==> src/clns_pkg.sv <==
package clns_pkg;

    localparam int NUM_ROWS_DEF    = 4;
    localparam int QUEUE_DEPTH_DEF = 2;

    localparam int APB_ADDR_W = 4;
    localparam int APB_DATA_W = 32;
    localparam int LINE_W     = 7;

    typedef logic [LINE_W-1:0] line_addr_t;

    localparam line_addr_t LINE_ADDR_0_RST = 7'd0;
    localparam line_addr_t LINE_ADDR_1_RST = 7'd64;
    localparam line_addr_t LINE_ADDR_2_RST = 7'd20;
    localparam line_addr_t LINE_ADDR_3_RST = 7'd84;

    typedef enum logic [1:0] {
        REG_LINE_ADDR_0 = 2'd0,
        REG_LINE_ADDR_1 = 2'd1,
        REG_LINE_ADDR_2 = 2'd2,
        REG_LINE_ADDR_3 = 2'd3
    } reg_idx_t;

    typedef enum logic [2:0] {
        MODE_INIT  = 3'd0,
        MODE_CLEAR = 3'd1,
        MODE_GOTO  = 3'd2,
        MODE_CMD   = 3'd3,
        MODE_DATA  = 3'd4
    } mode_t;

    typedef enum logic [1:0] {
        JOB_INIT,
        JOB_CLEAR,
        JOB_BYTE
    } job_kind_t;

    typedef struct packed {
        logic [2:0] mode;
        logic [7:0] value;
        logic [5:0] column;
        logic [1:0] row;
    } cmd_t;

    typedef struct packed {
        logic        reg_select;
        logic        enable;
        logic [3:0]  nibble;
        logic [16:0] hold_cycles;
        logic        last;
    } evt_t;

    typedef struct packed {
        job_kind_t  kind;
        logic       rs;
        logic [7:0] data;
    } job_t;

    localparam logic [7:0] CHAR_NEWLINE  = 8'd10;
    localparam logic [7:0] CMD_SET_DDRAM = 8'h80;
    localparam logic [7:0] CMD_FUNC_SET  = 8'h28;
    localparam logic [7:0] CMD_DISP_OFF  = 8'h08;
    localparam logic [7:0] CMD_CLEAR     = 8'h01;
    localparam logic [7:0] CMD_DISP_ON   = 8'h0E;
    localparam logic [7:0] CMD_ENTRY     = 8'h06;

    localparam logic [3:0] NIB_WAKE = 4'h3;
    localparam logic [3:0] NIB_4BIT = 4'h2;

    localparam logic [16:0] HOLD_HI_NIB = 17'd80;
    localparam logic [16:0] HOLD_LO_NIB = 17'd70;
    localparam logic [16:0] HOLD_TAIL   = 17'd150;
    localparam logic [16:0] HOLD_PWR_UP = 17'd100000;
    localparam logic [16:0] HOLD_PULSE  = 17'd30;
    localparam logic [16:0] HOLD_GAP    = 17'd30000;
    localparam logic [16:0] HOLD_CLEAR  = 17'd100000;

    typedef logic [5:0] step_t;

    // init script: power-up idle, wake pulses, setup bytes, then the clear bytes
    localparam step_t STEP_PULSE = 6'd1;
    localparam step_t STEP_BYTES = 6'd9;
    localparam step_t STEP_CLEAR = 6'd29;
    localparam step_t STEP_LAST  = 6'd36;
    localparam step_t WAKE_STEPS = 6'd6;

    function automatic logic [7:0] script_byte(input logic [2:0] idx);
        logic [7:0] b;
        case (idx)
            3'd0:    b = CMD_FUNC_SET;
            3'd1:    b = CMD_DISP_OFF;
            3'd2:    b = CMD_CLEAR;
            3'd3:    b = CMD_DISP_ON;
            3'd4:    b = CMD_ENTRY;
            3'd5:    b = CMD_CLEAR;
            default: b = CMD_SET_DDRAM;
        endcase
        return b;
    endfunction

    function automatic logic [16:0] script_extra(input logic [2:0] idx);
        logic [16:0] h;
        case (idx)
            3'd5:    h = HOLD_CLEAR;
            3'd6:    h = 17'd0;
            default: h = HOLD_GAP;
        endcase
        return h;
    endfunction

    function automatic evt_t job_event(input job_t job, input step_t step);
        evt_t        e;
        step_t       off;
        step_t       p;
        logic [1:0]  ph;
        logic [7:0]  byt;
        logic [16:0] extra;
        logic        is_byte;
        e       = '0;
        off     = step - STEP_BYTES;
        p       = step - STEP_PULSE;
        ph      = off[1:0];
        byt     = script_byte(off[4:2]);
        extra   = script_extra(off[4:2]);
        is_byte = 1'b1;
        if (job.kind == JOB_BYTE)
        begin
            ph           = step[1:0];
            byt          = job.data;
            extra        = 17'd0;
            e.reg_select = job.rs;
            e.last       = (step[1:0] == 2'd3);
        end
        else
        begin
            e.last = (step == STEP_LAST);
            if (step == '0)
            begin
                is_byte       = 1'b0;
                e.hold_cycles = HOLD_PWR_UP;
            end
            else if (step < STEP_BYTES)
            begin
                is_byte       = 1'b0;
                e.enable      = ~p[0];
                e.nibble      = (p < WAKE_STEPS) ? NIB_WAKE : NIB_4BIT;
                e.hold_cycles = p[0] ? (HOLD_PULSE + HOLD_GAP) : HOLD_PULSE;
            end
        end
        if (is_byte)
        begin
            e.enable = ~ph[0];
            e.nibble = ph[1] ? byt[3:0] : byt[7:4];
            case (ph)
                2'd0:    e.hold_cycles = HOLD_HI_NIB;
                2'd1:    e.hold_cycles = HOLD_HI_NIB;
                2'd2:    e.hold_cycles = HOLD_LO_NIB;
                default: e.hold_cycles = HOLD_LO_NIB + HOLD_TAIL + extra;
            endcase
        end
        return e;
    endfunction

endpackage

==> src/clns_front.sv <==
module clns_front #(
    parameter int NUM_ROWS = clns_pkg::NUM_ROWS_DEF
) (
    input  logic                            clk,
    input  logic                            rst_n,
    input  clns_pkg::cmd_t                  cmd,
    input  logic                            cmd_valid,
    output logic                            cmd_ready,
    input  logic                            psel,
    input  logic                            penable,
    input  logic                            pwrite,
    input  logic [clns_pkg::APB_ADDR_W-1:0] paddr,
    input  logic [clns_pkg::APB_DATA_W-1:0] pwdata,
    output logic [clns_pkg::APB_DATA_W-1:0] prdata,
    output logic                            push,
    output clns_pkg::job_t                  push_job,
    input  logic                            queue_full
);
    import clns_pkg::*;

    line_addr_t line_addr_0_reg, line_addr_0_next;
    line_addr_t line_addr_1_reg, line_addr_1_next;
    line_addr_t line_addr_2_reg, line_addr_2_next;
    line_addr_t line_addr_3_reg, line_addr_3_next;
    logic [1:0] cursor_row_reg, cursor_row_next;

    logic       accept;
    logic       wr;
    logic [2:0] inc_row;
    logic [1:0] wrap_row;
    logic [1:0] sel_row;
    logic [5:0] sel_col;
    line_addr_t sel_line;
    line_addr_t rd_line;
    logic [7:0] goto_byte;

    assign cmd_ready = !queue_full;
    assign accept    = cmd_valid && cmd_ready;
    assign wr        = psel && penable && pwrite;

    assign inc_row  = {1'b0, cursor_row_reg} + 3'd1;
    assign wrap_row = (inc_row >= 3'(NUM_ROWS)) ? 2'd0 : inc_row[1:0];
    assign sel_row  = (cmd.mode == MODE_DATA) ? wrap_row : cmd.row;
    assign sel_col  = (cmd.mode == MODE_DATA) ? 6'd0 : cmd.column;

    always_comb
    begin
        case (reg_idx_t'(sel_row))
            REG_LINE_ADDR_0: sel_line = line_addr_0_reg;
            REG_LINE_ADDR_1: sel_line = line_addr_1_reg;
            REG_LINE_ADDR_2: sel_line = line_addr_2_reg;
            default:         sel_line = line_addr_3_reg;
        endcase
    end

    always_comb
    begin
        case (reg_idx_t'(paddr[3:2]))
            REG_LINE_ADDR_0: rd_line = line_addr_0_reg;
            REG_LINE_ADDR_1: rd_line = line_addr_1_reg;
            REG_LINE_ADDR_2: rd_line = line_addr_2_reg;
            default:         rd_line = line_addr_3_reg;
        endcase
    end

    assign prdata    = APB_DATA_W'(rd_line);
    assign goto_byte = CMD_SET_DDRAM | (8'(sel_col) + 8'(sel_line));

    always_comb
    begin
        line_addr_0_next = line_addr_0_reg;
        line_addr_1_next = line_addr_1_reg;
        line_addr_2_next = line_addr_2_reg;
        line_addr_3_next = line_addr_3_reg;
        if (wr)
        begin
            case (reg_idx_t'(paddr[3:2]))
                REG_LINE_ADDR_0: line_addr_0_next = pwdata[LINE_W-1:0];
                REG_LINE_ADDR_1: line_addr_1_next = pwdata[LINE_W-1:0];
                REG_LINE_ADDR_2: line_addr_2_next = pwdata[LINE_W-1:0];
                default:         line_addr_3_next = pwdata[LINE_W-1:0];
            endcase
        end
    end

    always_comb
    begin
        push            = 1'b0;
        push_job.kind   = JOB_BYTE;
        push_job.rs     = 1'b0;
        push_job.data   = cmd.value;
        cursor_row_next = cursor_row_reg;
        case (mode_t'(cmd.mode))
            MODE_INIT:
            begin
                push            = accept;
                push_job.kind   = JOB_INIT;
                cursor_row_next = 2'd0;
            end
            MODE_CLEAR:
            begin
                push            = accept;
                push_job.kind   = JOB_CLEAR;
                cursor_row_next = 2'd0;
            end
            MODE_GOTO:
            begin
                push            = accept;
                push_job.data   = goto_byte;
                cursor_row_next = cmd.row;
            end
            MODE_CMD:
            begin
                push = accept;
            end
            MODE_DATA:
            begin
                push = accept;
                if (cmd.value == CHAR_NEWLINE)
                begin
                    push_job.data   = goto_byte;
                    cursor_row_next = wrap_row;
                end
                else
                begin
                    push_job.rs = 1'b1;
                end
            end
            default:
            begin
                push = 1'b0;
            end
        endcase
        if (!accept)
        begin
            cursor_row_next = cursor_row_reg;
        end
    end

    always_ff @(posedge clk or negedge rst_n)
    begin
        if (!rst_n)
        begin
            line_addr_0_reg <= LINE_ADDR_0_RST;
            line_addr_1_reg <= LINE_ADDR_1_RST;
            line_addr_2_reg <= LINE_ADDR_2_RST;
            line_addr_3_reg <= LINE_ADDR_3_RST;
            cursor_row_reg  <= 2'd0;
        end
        else
        begin
            line_addr_0_reg <= line_addr_0_next;
            line_addr_1_reg <= line_addr_1_next;
            line_addr_2_reg <= line_addr_2_next;
            line_addr_3_reg <= line_addr_3_next;
            cursor_row_reg  <= cursor_row_next;
        end
    end

endmodule

==> src/clns_queue.sv <==
module clns_queue #(
    parameter int DEPTH = clns_pkg::QUEUE_DEPTH_DEF
) (
    input  logic           clk,
    input  logic           rst_n,
    input  logic           push,
    input  clns_pkg::job_t push_job,
    output logic           full,
    output logic           head_valid,
    output clns_pkg::job_t head,
    input  logic           pop
);
    import clns_pkg::*;

    localparam int PTR_W = $clog2(DEPTH);
    localparam int CNT_W = $clog2(DEPTH + 1);

    job_t             mem [DEPTH];
    logic [PTR_W-1:0] wr_ptr_reg, wr_ptr_next;
    logic [PTR_W-1:0] rd_ptr_reg, rd_ptr_next;
    logic [CNT_W-1:0] count_reg, count_next;

    assign full       = (count_reg == CNT_W'(DEPTH));
    assign head_valid = (count_reg != '0);
    assign head       = mem[rd_ptr_reg];

    always_comb
    begin
        wr_ptr_next = wr_ptr_reg;
        rd_ptr_next = rd_ptr_reg;
        count_next  = count_reg;
        if (push)
        begin
            wr_ptr_next = (wr_ptr_reg == PTR_W'(DEPTH - 1)) ? '0 : wr_ptr_reg + 1'b1;
        end
        if (pop)
        begin
            rd_ptr_next = (rd_ptr_reg == PTR_W'(DEPTH - 1)) ? '0 : rd_ptr_reg + 1'b1;
        end
        case ({push, pop})
            2'b10:   count_next = count_reg + 1'b1;
            2'b01:   count_next = count_reg - 1'b1;
            default: count_next = count_reg;
        endcase
    end

    always_ff @(posedge clk)
    begin
        if (push)
        begin
            mem[wr_ptr_reg] <= push_job;
        end
    end

    always_ff @(posedge clk or negedge rst_n)
    begin
        if (!rst_n)
        begin
            wr_ptr_reg <= '0;
            rd_ptr_reg <= '0;
            count_reg  <= '0;
        end
        else
        begin
            wr_ptr_reg <= wr_ptr_next;
            rd_ptr_reg <= rd_ptr_next;
            count_reg  <= count_next;
        end
    end

endmodule

==> src/clns_back.sv <==
module clns_back (
    input  logic           clk,
    input  logic           rst_n,
    input  clns_pkg::job_t head,
    input  logic           head_valid,
    output logic           pop,
    output clns_pkg::evt_t evt,
    output logic           evt_valid,
    input  logic           evt_ready
);
    import clns_pkg::*;

    logic  busy_reg, busy_next;
    logic  evt_valid_reg, evt_valid_next;
    job_t  job_reg, job_next;
    step_t step_reg, step_next;
    evt_t  evt_reg, evt_next;

    job_t  cur_job;
    step_t cur_step;
    evt_t  cur_evt;
    logic  advance;
    logic  fire;

    assign cur_job  = busy_reg ? job_reg : head;
    assign cur_step = busy_reg ? step_reg :
                      ((head.kind == JOB_CLEAR) ? STEP_CLEAR : '0);
    assign cur_evt  = job_event(cur_job, cur_step);
    assign advance  = !evt_valid_reg || evt_ready;
    assign fire     = advance && (busy_reg || head_valid);
    assign pop      = fire && !busy_reg;

    assign evt       = evt_reg;
    assign evt_valid = evt_valid_reg;

    always_comb
    begin
        busy_next      = busy_reg;
        evt_valid_next = evt_valid_reg;
        job_next       = job_reg;
        step_next      = step_reg;
        evt_next       = evt_reg;
        if (advance)
        begin
            evt_valid_next = fire;
        end
        if (fire)
        begin
            busy_next = !cur_evt.last;
            job_next  = cur_job;
            step_next = cur_step + 1'b1;
            evt_next  = cur_evt;
        end
    end

    always_ff @(posedge clk)
    begin
        job_reg  <= job_next;
        step_reg <= step_next;
        evt_reg  <= evt_next;
    end

    always_ff @(posedge clk or negedge rst_n)
    begin
        if (!rst_n)
        begin
            busy_reg      <= 1'b0;
            evt_valid_reg <= 1'b0;
        end
        else
        begin
            busy_reg      <= busy_next;
            evt_valid_reg <= evt_valid_next;
        end
    end

endmodule

==> src/char_lcd_nibble_bus_sequencer_unit.sv <==
// Character LCD 4-bit bus sequencer.
// cmd channel (valid/ready): one request per item (init, clear, goto, command byte,
// data character). evt channel (valid/ready): the bus events for that request, with
// last set on the final one. Hold counts are carried out downstream.
// APB port: line start addresses of rows 0..3 at 0x0, 0x4, 0x8, 0xC; pready tied high.
// The first event of a request passes the request queue, then the event register.
// Throughput: one event per cycle while evt_ready is high and a request is pending;
// a byte request gives 4 events, clear 8, init 37. Goto and newline look up the line
// address in the front. Unused modes are taken and dropped with no events.
// Reset: line addresses 0x00, 0x40, 0x14, 0x54; cursor row 0; queue empty.
// When evt_ready is low the event register holds, the sequencer stops, the request
// queue fills and then cmd_ready drops.
module char_lcd_nibble_bus_sequencer_unit #(
    parameter int NUM_ROWS    = clns_pkg::NUM_ROWS_DEF,
    parameter int QUEUE_DEPTH = clns_pkg::QUEUE_DEPTH_DEF
) (
    input  logic                            clk,
    input  logic                            rst_n,
    input  clns_pkg::cmd_t                  cmd,
    input  logic                            cmd_valid,
    output logic                            cmd_ready,
    output clns_pkg::evt_t                  evt,
    output logic                            evt_valid,
    input  logic                            evt_ready,
    input  logic                            psel,
    input  logic                            penable,
    input  logic                            pwrite,
    input  logic [clns_pkg::APB_ADDR_W-1:0] paddr,
    input  logic [clns_pkg::APB_DATA_W-1:0] pwdata,
    output logic [clns_pkg::APB_DATA_W-1:0] prdata,
    output logic                            pready
);
    import clns_pkg::*;

    logic q_push;
    job_t q_push_job;
    logic q_full;
    logic q_head_valid;
    job_t q_head;
    logic q_pop;

    assign pready = 1'b1;

    clns_front #(
        .NUM_ROWS (NUM_ROWS)
    ) u_front (
        .clk        (clk),
        .rst_n      (rst_n),
        .cmd        (cmd),
        .cmd_valid  (cmd_valid),
        .cmd_ready  (cmd_ready),
        .psel       (psel),
        .penable    (penable),
        .pwrite     (pwrite),
        .paddr      (paddr),
        .pwdata     (pwdata),
        .prdata     (prdata),
        .push       (q_push),
        .push_job   (q_push_job),
        .queue_full (q_full)
    );

    clns_queue #(
        .DEPTH (QUEUE_DEPTH)
    ) u_queue (
        .clk        (clk),
        .rst_n      (rst_n),
        .push       (q_push),
        .push_job   (q_push_job),
        .full       (q_full),
        .head_valid (q_head_valid),
        .head       (q_head),
        .pop        (q_pop)
    );

    clns_back u_back (
        .clk        (clk),
        .rst_n      (rst_n),
        .head       (q_head),
        .head_valid (q_head_valid),
        .pop        (q_pop),
        .evt        (evt),
        .evt_valid  (evt_valid),
        .evt_ready  (evt_ready)
    );

    // unused modes never reach the queue
    a_drop_unused: assert property (@(posedge clk) disable iff (!rst_n)
        (cmd_valid && cmd_ready && (cmd.mode > MODE_DATA)) |-> !q_push)
        else $error("unused mode queued");

    // a request always ends on the enable falling edge
    a_last_low: assert property (@(posedge clk) disable iff (!rst_n)
        (evt_valid && evt.last) |-> !evt.enable)
        else $error("last event with enable high");

    // enable high is followed at once by enable low on the same nibble
    a_strobe: assert property (@(posedge clk) disable iff (!rst_n)
        (evt_valid && evt_ready && evt.enable) |=>
        (evt_valid && !evt.enable && (evt.nibble == $past(evt.nibble))
         && (evt.reg_select == $past(evt.reg_select))))
        else $error("enable strobe not closed");

endmodule

==> config.mk <==
export PLATFORM = sky130hd
export DESIGN_NAME = char_lcd_nibble_bus_sequencer_unit
export DESIGN_NICKNAME = d
export VERILOG_FILES = /design/src/clns_pkg.sv /design/src/clns_front.sv /design/src/clns_queue.sv /design/src/clns_back.sv /design/src/char_lcd_nibble_bus_sequencer_unit.sv
export SDC_FILE = /design/constraint.sdc
export NUM_CORES = 1
export LEC_CHECK = 0
export BUFFER_PORTS_ARGS = -buffer_cell sky130_fd_sc_hd__buf_4
export CORE_AREA = 2 2 115 117
export CTS_CLUSTER_DIAMETER = 80
export DETAILED_ROUTE_END_ITERATION = 10
export DIE_AREA = 0 0 117 119
export PLACE_DENSITY = 0.8
export REMOVE_ABC_BUFFERS = 1
export SYNTH_ARGS = -nofsm -noshare
export SYNTH_HDL_FRONTEND = slang
export SYNTH_HIERARCHICAL = 1
export SYNTH_SLANG_ARGS = --single-unit
==> constraint.sdc <==
create_clock -name clk -period 3.8 [get_ports clk]
set_input_delay 0.19 -clock clk [delete_from_list [all_inputs] [get_ports clk]]
set_output_delay 0.19 -clock clk [all_outputs]
set_load 0.005 [all_outputs]
==> flow_results.org <==
** Timing
- RSZ-0062 raised after global routing :: false
- For the final routed database, the setup TNS stands at 0 ns.
- Once routing completed, OpenROAD measured the worst setup slack at roughly 0.26 ns.
- The clock period could shrink to ~3.5 ns.
- Dividing the final minimum period by the clock period gives between 90% and 100%.
- Setup violations remaining at the end of the flow were counted as 0.
- For the final database, setup skew stands at about 0.0054 ns.
- The final-report max-slew violation count was 0.
- Least-Margin Pin Slew :: around 1.2 ns
- Tightest slew margin relative to the limit :: between 20% and 30%
- Max Clk Rate :: between 200 and 300 MHz
- Final-report hold violation count :: 0

** Synthesis
- Most used flip-flop cell after synthesis :: edfxtp_1
- Counting instances in the post-synthesis netlist gives the leading cell types as 59 x edfxtp_1, 53 x mux2_2, 31 x buf_4.
- Cell count after synthesis :: between 400 and 500
- The netlist uses 74 different library cells.
- The share of synthesized area in the top cell type comes to about a third.
- Synthesis inferred 95 register bits.
- Number of warnings printed during yosys synthesis :: 6
- After synthesis, flip-flops and latches occupy 48.2% of the total area.
- Syn Std Cell Area :: ~0.0056 sq mm
- EDFF count, synth :: 59
- Most repeated cell in the gate-level netlist after synthesis :: edfxtp_1
- For this run, asynchronously set or reset flops after synthesis account for roughly 38%.
- Yosys top cell by area :: edfxtp_1
- Syn avg cell area :: ~12 sq um
- Sorting the synthesized cells by area gives the leading types as edfxtp_1 32%, dfrtp_1 14%, mux2_2 11%, buf_4 4.2%, ha_1 2.9%.

** Global route
- Global-route met1 utilization :: 19.6%
- Vias in the first global route :: 3648
- In the global route stage, met2 resource usage came out at a little over a quarter.
- After global routing, the most crowded layer is met2.
- Global routing used 16.1% of the available tracks across all layers.
- Global routing finished with a remaining overflow of 0.
- Grt met3 use :: 4.53%
- Number of antenna violations at the first check in global routing :: 0
- The first global-routing pass estimated between 15 and 20 mm of wire.
- Entering global routing, the biggest net connects 38 pins.

** Route
- Via density :: between 5 and 6
- Vias :: 3703
- Total Routed Length :: about 11 mm
- For this block, the initial DRC count from the detailed router was approximately 220.
- The first detailed-routing pass ran for 4 iterations.
- Routed length per placed instance :: between 15 and 20 microns
- Final antenna-violating net count :: 0
- After detailed routing, the number of remaining DRC violations is 0.

** Power
- Cell-internal power :: 2.99 mW
- Sequential power share :: a little under two fifths
- Clock share of power :: 17.6%
- Of the total power, the share spent switching nets is between 30% and 40%.
- Summed over all cells, the static leakage comes to 2.66 nW.
- Combinational share of power :: around 44%
- In this run the power density over the cells is roughly 720 mW/mm^2.
- Switching Power :: 1.60 mW
- Across the VDD grid, the largest voltage drop is 0.277 mV.
- Power comes to 4.59 mW.

** Final layout
- Final-stage net count :: 610
- The area growth from synthesis to layout is 15.2%.
- Max reg flops :: 22
- Number of diodes :: 0
- Design Area, Final :: between 0.006 and 0.007 sq mm
- In the final layout, the share of cells above drive strength 1 is 33.2%.

** Floorplan
- Io pins :: roughly 120
- The die covers approximately 0.014 sq mm.
- Core footprint :: 0.0129 sq mm
- Vertical extent of the die :: around 120 microns
- Initial core utilization :: 43.2%
- The die is ~120 microns wide.
- The floorplan has 42 rows.

** Critical path
- For the worst setup path, the data arrival time is 3.64 ns.
- Launching element type of the critical path :: flip-flop
- Setup slack of the worst register-to-register path :: 0.26 ns
- WS Path Type :: reg2reg
- For this design, the slowest cell found on the critical path is a2111o_1.
- Of all nets on the critical path, the largest fanout is 9.
- Critical Path Max Stage Delay :: 0.50 ns
- Kind of end point of the critical path :: flip-flop
- STA puts the critical path data required time at roughly 4 ns.
- Critical path, cell by cell :: mux2_2 > nor3b_1 > or2_2 > inv_1 > ha_1 > nand2b_4 > a2111o_1 > a21o_1 > a21oi_4 > nor2_1 > a211o_1

** Place
- Port buffering added 66 buffers.
- Summed over all nets, the half-perimeter wirelength after detailed placement is 8.11 mm.
- Area after DPL :: 0.00610 sq mm
- The congestion estimate from routability-driven global placement came to 0.893.
- Before CTS, the worst setup slack after placement is 0.121 ns.

** Clock tree
- TritonCTS built the clock tree.
- After clock tree synthesis, the clock-pin slew on the worst setup and hold paths is 0.06 ns.
- For the worst-skew pair, the clock arrives at the later sink with an insertion delay of 0.35 ns.
- The number of clock buffers added by TritonCTS is 9.
- The longest clock path from root to sink contains 2 buffers.
- Master cell of the clock root buffer :: clkbuf_16
- H-tree levels :: 3
- CTS saw between 90 and 100 sinks.

** Run status
- Status :: finished clean

** Flow run
- The tool flagged a number of max-cap violations equal to 0.

** Hold path
- The path class of the tightest hold or removal check is in2reg.
final cells by class:
| cell class | count | area (sq um) |
|---|---|---|
| flip-flops and latches | 95 | 2680 |
| fillers | 1132 | 6470 |
| well taps | 176 | 220 |
| clock inverters | 4 | 22.5 |
| inverters | 18 | 67.6 |
| clock buffers | 12 | 236 |
| multi-input cells | 331 | 2580 |
| repair buffers | 79 | 596 |
stage by stage:
| step | utilization [%] | instances | hold slack, ns |
|---|---|---|---|
| after floorplan | - | 444 | -0.106 |
| after global placement | 47.3 | 694 | 0.162 |
| after detailed placement | 47.3 | 694 | 0.170 |
| after CTS | 49.4 | 711 | 0.0847 |
| after global routing | 49.7 | 715 | 0.0909 |
| final | 49.7 | 715 | 0.100 |
power groups by stage:
| stage | registers (mW) | logic (mW) | clock network, mW |
|---|---|---|---|
| 2_1_floorplan | 1.75 | 1.35 | 0 |
| 3_3_place_gp | 1.74 | 1.96 | 0 |
| 3_5_place_dp | 1.77 | 2.00 | 0 |
| 4_1_cts | 1.75 | 2.02 | 0.831 |
| 5_1_grt | 1.79 | 2.26 | 0.869 |
| 6_report | 1.75 | 2.04 | 0.806 |
timing repair:
| item | 4_1_cts | 5_1_grt |
|---|---|---|
| gates resized for setup | 0 | 2 |
| endpoints found under the setup margin | 0 | 4 |
| hold buffers | 1 | 0 |
| hold endpoints to repair | 30 | 0 |
| setup buffers | 0 | 4 |
cell families after synthesis:
group,synth area share (%)
AOI/OAI and AO/OA,10.8
xor gates and xnor gates,2.36
adders and majority gates,3.29
buffers and inverters,7.30
DFF,48.2
muxes,15.9
other,0.203
and+or+nand+nor,11.9
per-layer routing:
metal / vias to the layer above / wire (microns) / part of all wire, %
li1: 1788 / - / -
met1: 1801 / 4440 / 41
met2: 104 / 5610 / 52
met3: 10 / 635 / 5.9
met4: 0 / 146 / 1.3
met5: - / 0 / 0
cell usage in the layout (no fill, tap or decap), types with 3 or more instances in the layout:
master,count
buf_4,78
edfxtp_1,59
mux2_2,53
dfrtp_1,30
conb_1,28
nand2_1,24
nor2_1,21
o21ai_0,18
inv_1,17
mux2i_1,13
ha_1,13
a21oi_1,12
and2_1,11
nand3_1,10
clkbuf_16,9
xnor2_1,9
nand2b_1,8
a211oi_1,8
a21o_1,7
mux4_2,7
xor2_1,6
dfstp_2,6
or2_2,5
nor2b_1,5
o22ai_1,5
and2b_1,5
clkbuf_1,3
or3_1,3
and3_1,3
o31ai_1,3
worst max-delay path: cells and delay by family, from the launching register on:
family	cells	cell delay, ns
AO/OA/AOI/OAI	4	1.33
adder cells (fa/ha/maj)	1	0.30
buffers and inverters	1	0.09
flip-flops	1	0.46
multiplexers	1	0.41
AND/OR/NAND/NOR	4	0.69
path summary, 6_finish.rpt:
check / end / from / cells past startpoint
max: u_back/evt[11]$_DFFE_PP_ / u_queue/rd_ptr_reg$_DFFE_PN0P_ / 11
min: u_front/line_addr_0_reg[1]$_DFFE_PN0P_ / pwdata[1] / 2
max reg2reg: u_back/evt[11]$_DFFE_PP_ / u_queue/rd_ptr_reg$_DFFE_PN0P_ / 11
min reg2reg: u_queue/count_reg[1]$_DFFE_PN0P_ / u_queue/count_reg[1]$_DFFE_PN0P_ / 1
max in group asynchronous: u_front/line_addr_2_reg[2]$_DFFE_PN1P_ / rst_n / 2
min in group asynchronous: u_front/line_addr_2_reg[1]$_DFFE_PN0P_ / rst_n / 2
Note: power is estimated with default switching activity, not from simulation.
